### config.mk
export PLATFORM = sky130hd
export DESIGN_NAME = tled_front
export DESIGN_NICKNAME = d
export VERILOG_FILES = /design/src/hdl/tled_pkg.sv /design/src/hdl/tled_front.sv
export SDC_FILE = /design/constraint.sdc
export NUM_CORES = 1
export LEC_CHECK = 0
export ABC_AREA = 1
export BUFFER_PORTS_ARGS = -buffer_cell sky130_fd_sc_hd__buf_2
export CORE_ASPECT_RATIO = 0.8
export CORE_MARGIN = 2
export CORE_UTILIZATION = 33
export DETAILED_ROUTE_END_ITERATION = 6
export SYNTH_ARGS = -nofsm -noshare
export SYNTH_HDL_FRONTEND = slang
export SYNTH_SLANG_ARGS = --single-unit
### constraint.sdc
create_clock -name clock -period 2.35 [get_ports clock]
set_input_delay 0.5875 -clock clock [delete_from_list [all_inputs] [get_ports clock]]
set_output_delay 0.5875 -clock clock [all_outputs]
set_load 0.02 [all_outputs]
### src/hdl/tled_pkg.sv
// Shared types and constants for the terminal line editor.
// No dependencies.
`default_nettype none
package tled_pkg;
   localparam int LINE_CAPACITY = 64;
   localparam int HISTORY_DEPTH = 8;
   localparam int LEN_W         = $clog2(LINE_CAPACITY);
   localparam int SLOT_W        = $clog2(HISTORY_DEPTH);
   localparam int USED_W        = $clog2(HISTORY_DEPTH + 1);
   localparam int HIST_AW       = SLOT_W + LEN_W;
   localparam int QUEUE_DEPTH   = 2;
   localparam int QUEUE_AW      = $clog2(QUEUE_DEPTH);

   localparam logic [7:0] CH_ETX = 8'h03;
   localparam logic [7:0] CH_BS  = 8'h08;
   localparam logic [7:0] CH_TAB = 8'h09;
   localparam logic [7:0] CH_LF  = 8'h0A;
   localparam logic [7:0] CH_CR  = 8'h0D;
   localparam logic [7:0] CH_ESC = 8'h1B;
   localparam logic [7:0] CH_SP  = 8'h20;
   localparam logic [7:0] CH_DEL = 8'h7F;
   localparam logic [7:0] CH_LBR = 8'h5B;
   localparam logic [7:0] CH_UP  = 8'h41;
   localparam logic [7:0] CH_DN  = 8'h42;

   typedef enum logic [2:0] {
      EV_ECHO        = 3'd0,
      EV_ERASE       = 3'd1,
      EV_SUBMIT_CHAR = 3'd2,
      EV_SUBMIT_EMPTY= 3'd3,
      EV_CANCEL      = 3'd4,
      EV_REPL_CHAR   = 3'd5,
      EV_REPL_EMPTY  = 3'd6
   } event_type;

   typedef enum logic [1:0] {
      MODE_NORMAL = 2'd0,
      MODE_ESC    = 2'd1,
      MODE_CSI    = 2'd2
   } mode_type;

   typedef enum logic [2:0] {
      CMD_NONE   = 3'd0,
      CMD_SUBMIT = 3'd1,
      CMD_ERASE  = 3'd2,
      CMD_CANCEL = 3'd3,
      CMD_APPEND = 3'd4,
      CMD_OLDER  = 3'd5,
      CMD_NEWER  = 3'd6
   } cmd_type;

   typedef struct packed {
      cmd_type    cmd;
      logic [7:0] ch;
   } op_type;

   typedef enum logic [2:0] {
      ST_IDLE    = 3'd0,
      ST_ERASE   = 3'd1,
      ST_COPY    = 3'd2,
      ST_EMIT    = 3'd3,
      ST_SAVE    = 3'd4
   } state_type;
endpackage
`default_nettype wire

### src/hdl/tled_front.sv
// Front end: escape parser, byte classification and a small command queue.
// Depends on tled_pkg.
`default_nettype none
module tled_front import tled_pkg::*; (
   input  wire logic       clock,
   input  wire logic       reset,
   input  wire logic       req_valid,
   output logic            req_stall,
   input  wire logic [7:0] req_rx_byte,
   output logic            op_valid,
   input  wire logic       op_take,
   output op_type          op
);
   mode_type               mode_ff, mode_in;
   op_type                 q_ff [QUEUE_DEPTH];
   logic [QUEUE_AW-1:0]    rd_ff, wr_ff;
   logic [QUEUE_AW:0]      cnt_ff;
   op_type                 dec;
   logic                   acc;
   logic                   push;

   assign req_stall = (cnt_ff == (QUEUE_AW+1)'(QUEUE_DEPTH));
   assign acc       = req_valid && !req_stall;

   always_comb begin
      mode_in  = MODE_NORMAL;
      dec.cmd  = CMD_NONE;
      dec.ch   = req_rx_byte;
      case (mode_ff)
         MODE_ESC: begin
            mode_in = (req_rx_byte == CH_LBR) ? MODE_CSI : MODE_NORMAL;
         end
         MODE_CSI: begin
            if (req_rx_byte == CH_UP) dec.cmd = CMD_OLDER;
            else if (req_rx_byte == CH_DN) dec.cmd = CMD_NEWER;
         end
         default: begin
            if (req_rx_byte == CH_LF || req_rx_byte == CH_CR) dec.cmd = CMD_SUBMIT;
            else if (req_rx_byte == CH_BS || req_rx_byte == CH_DEL) dec.cmd = CMD_ERASE;
            else if (req_rx_byte == CH_ETX) dec.cmd = CMD_CANCEL;
            else if (req_rx_byte == CH_ESC) mode_in = MODE_ESC;
            else if (req_rx_byte >= CH_SP || req_rx_byte == CH_TAB) dec.cmd = CMD_APPEND;
         end
      endcase
   end

   assign push     = acc && (dec.cmd != CMD_NONE);
   assign op_valid = (cnt_ff != '0);
   assign op       = q_ff[rd_ff];

   always_ff @(posedge clock) begin
      if (push) begin
         q_ff[wr_ff] <= dec;
      end
      if (reset) begin
         mode_ff <= MODE_NORMAL;
         rd_ff   <= '0;
         wr_ff   <= '0;
         cnt_ff  <= '0;
      end else begin
         if (acc) mode_ff <= mode_in;
         if (push) wr_ff <= wr_ff + 1'b1;
         if (op_take) rd_ff <= rd_ff + 1'b1;
         cnt_ff <= cnt_ff + (QUEUE_AW+1)'(push) - (QUEUE_AW+1)'(op_take);
      end
   end
endmodule
`default_nettype wire

==> flow_metrics.env <==
export IMPL_outcome="complete, no violations"
export IMPL_yosys_top_cells_area="edfxtp_1 (47%), dfxtp_1 (10%), mux2_2 (8.9%)"
export IMPL_dieArea_um2=4763
export IMPL_ant_nets=0
export IMPL_critPathLaunchType="register"
export IMPL_max_slew_margin=0.6475
export IMPL_min_from="cnt_ff[1]$_SDFF_PP0_"
export IMPL_hp_class="reg -> reg"
export IMPL_overflow=0
export IMPL_yosys_area_top_type="edfxtp_1"
export IMPL_die_h_um=62.13
export IMPL_vias=1018
export IMPL_synth_top_area_frac=0.4740
export IMPL_syn_cell_area_um2=1394
export IMPL_start_util=0.3379
export IMPL_worstPathArrival_ps=2300
export IMPL_r2r_slack_ps=220
export IMPL_pre_cts_slack_ps=-139.5
export IMPL_finClkSkew_ps=6.591
export IMPL_cap_viol_max_count=0
export IMPL_worstReg2RegEnd="cnt_ff[1]$_SDFF_PP0_"
export IMPL_numCtsBuffers=5
export IMPL_nets=189
export IMPL_placementRows=21
export IMPL_clk_pin_slew_worst_paths_ps=60
export IMPL_crit_path_top_delay_cell="ha_1"
export IMPL_cp_required_ps=2520
export IMPL_fmax_mhz=468.9
export IMPL_insertion_delay_ps=280
export IMPL_routabilityCongestion=0.8627
export IMPL_clk_path_buf_depth=2
export IMPL_ys_ff_latch=29
export IMPL_first_pass_iters=4
export IMPL_cp_buffers_inverters=3
export IMPL_fin_ws_ps=217.2
export IMPL_wire_per_inst_um=10.76
export IMPL_ir_drop_mv=0.2253
export IMPL_rsz0062_at_grt="no"
export IMPL_via_per_inst=4.407
export IMPL_setup_viol=0
export IMPL_dr_first_iter_drc_count=43
export IMPL_cts_tree="yes"
export IMPL_finalCritPeriodShare=0.9076
export IMPL_routed_wl_um=2485
export IMPL_diodes=0
export IMPL_ios=25
export IMPL_htree_levels=2
export IMPL_grt_max_degree=12
export IMPL_hold_path_depth=1
export IMPL_critPathCaptureType="register"
export IMPL_worstPathMaxFanout=6
export IMPL_yosysWarnings=0
export IMPL_crit_path_max_incr_delay_ps=380
export IMPL_p_leak_nw=0.7498
export IMPL_grt_pass1_wl_um=4264
export IMPL_ys_types=21
export IMPL_drc=0
export IMPL_core_area_um2=4125
export IMPL_fin_crit_ps=2133
export IMPL_synth_cells=135
export IMPL_grt_usage=0.1175
export IMPL_yosysSeqAreaShare=0.5745
export IMPL_timing_rr_start="mode_ff[0]$_SDFFE_PP0P_"
export IMPL_min_to="cnt_ff[1]$_SDFF_PP0_"
export IMPL_cts_hold_buffers=0
export IMPL_root_buffer="clkbuf_8"
export IMPL_io_buffers=24
export IMPL_crit_family="adder cells"
export IMPL_die_width_um=76.66
export IMPL_power_density_nw_per_um2=782.8
export IMPL_antenna_found_initial=0
export IMPL_tightest_slew_ps=528.1
export IMPL_syn_to_final_growth_pct=24.51
export IMPL_drive_gt1_frac=0.3506
export IMPL_cp_cell_sequence="inv_1, ha_1, inv_1, nand3_1, nand2_2, nand3_2, nand2_1, ha_1, inv_1, ha_1, xor2_1, o21ai_1, a21oi_1"
export IMPL_fin_cells=231
export IMPL_grt_pass1_vias=978
export IMPL_synth_fp_nets=151
export IMPL_worstRegToRegCells=13
export IMPL_crit_type="reg -> reg"
export IMPL_cts_sinks=29
export IMPL_placedCellCount=222
export IMPL_finalMaxSlewViolations=0
export IMPL_syn_avg_cell_area_um2=10.32
export IMPL_post_dp_hpwl_um=1934
export IMPL_hold_viol=0
export IMPL_fin_setup_tns_ps=0
[what timing repair did]
item | in CTS | in global routing
hold endpoints to repair | 0 | 0
gates resized for setup | 0 | 2
setup endpoints to repair | 0 | 1
buffers inserted | 0 | 1
[metrics by stage]
step / util / area (um2) / hold slack, ps / total power [mW]
after detailed placement: 0.3988 / 1645 / 481.3 / 0.9939
after global placement: 0.3988 / 1645 / 452.2 / 0.9788
after floorplan: - / 1394 / 436.1 / 0.8690
final: 0.4207 / 1735 / 491.1 / 1.358
after CTS: 0.4183 / 1725 / 492.8 / 1.374
after global routing: 0.4207 / 1735 / 516.4 / 1.431
[power by group]
group	total, mW	leakage, nW	internal, mW	switching, mW
sequential	0.657	0.261	0.625	0.0318
combinational	0.324	0.450	0.134	0.190
clock	0.377	0.0395	0.209	0.168
[routing by layer]
layer | part of all wire | up-vias | wire [um] | global-route usage
li1 | - | 518 | - | -
met1 | 0.43 | 475 | 1070 | 0.1317
met3 | 0.041 | 7 | 102 | 0.04506
met4 | 0.029 | 0 | 72 | 0.08636
met2 | 0.50 | 18 | 1240 | 0.1820
met5 | 0 | - | 0 | 0
[cells by family (layout without fill, tap and decap cells)]
| group | count (synthesis) | count (layout) | synth area share |
|---|---|---|---|
| AOI/OAI and AO/OA | 9 | 9 | 0.03501 |
| xor gates and xnor gates | 2 | 2 | 0.01257 |
| adders and majority gates | 4 | 4 | 0.03591 |
| buffers and inverters | 23 | 62 | 0.06283 |
| DFF | 29 | 29 | 0.5745 |
| muxes | 11 | 11 | 0.08887 |
| and+or+nand+nor | 57 | 57 | 0.1903 |
[placed cells by master, fill, tap and decap left out, types with 2 or more instances in the layout]
| cell type | n |
|---|---|
| clkbuf_1 | 3 |
| nor3_1 | 2 |
| nand2_1 | 18 |
| buf_4 | 7 |
| inv_1 | 20 |
| a21oi_1 | 4 |
| nand3_2 | 2 |
| nor2_1 | 18 |
| clkbuf_8 | 5 |
| buf_2 | 24 |
| nand3_1 | 8 |
| edfxtp_1 | 22 |
| mux2_2 | 11 |
| o21ai_0 | 3 |
| nand2_2 | 5 |
| dfxtp_1 | 7 |
| ha_1 | 4 |
| inv_2 | 2 |
[synthesized netlist by cell type]
library cell / count
inv_2: 2
inv_1: 20
nor2_1: 19
o21ai_0: 4
mux2_2: 11
nor2_4: 1
nor3_1: 2
buf_2: 1
edfxtp_1: 22
nand3b_1: 1
dfxtp_1: 7
xnor2_1: 1
nand2_1: 18
a21oi_2: 1
nand2_2: 5
xor2_1: 1
nand3_1: 8
nand3_2: 2
or2_2: 1
a21oi_1: 4
ha_1: 4
[registers in the layout, indices dropped and copies added, names as in the netlist, named ones only]
signal / cells
wr_ff: 1
cnt_ff: 2
q_ff: 22
rd_ff: 1
mode_ff: 2
[worst reg2reg max path, cell delays in order (launching register included)]
cell	delay [ps]
dfxtp_1	350
inv_1	50
ha_1	380
inv_1	90
nand3_1	100
nand2_2	70
nand3_2	70
nand2_1	70
ha_1	280
inv_1	40
ha_1	170
xor2_1	160
o21ai_1	140
a21oi_1	50
[how the worst max path moves through the flow]
stage,startpoint,to,slack (ps),depth (start not counted)
global placement,req_rx_byte[7],cnt_ff[1]$_SDFF_PP0_,-20,15
CTS,mode_ff[0]$_SDFFE_PP0P_,cnt_ff[1]$_SDFF_PP0_,160,13
floorplan,req_rx_byte[7],cnt_ff[1]$_SDFF_PP0_,210,14
finish,mode_ff[0]$_SDFFE_PP0P_,cnt_ff[1]$_SDFF_PP0_,220,13
detailed placement,req_rx_byte[7],cnt_ff[1]$_SDFF_PP0_,-140,15
global route,req_rx_byte[7],cnt_ff[1]$_SDFF_PP0_,20,16
[cell type report]
class                      instances  area (um2)
fill                             409        2390
clock buffer                       8       80.08
timing repair buffer              32       192.7
tap                               57       71.32
multi-input combinational         83       508.0
sequential                        29       800.8
inverter                          22       82.58
(Power assumes the default switching activity.)
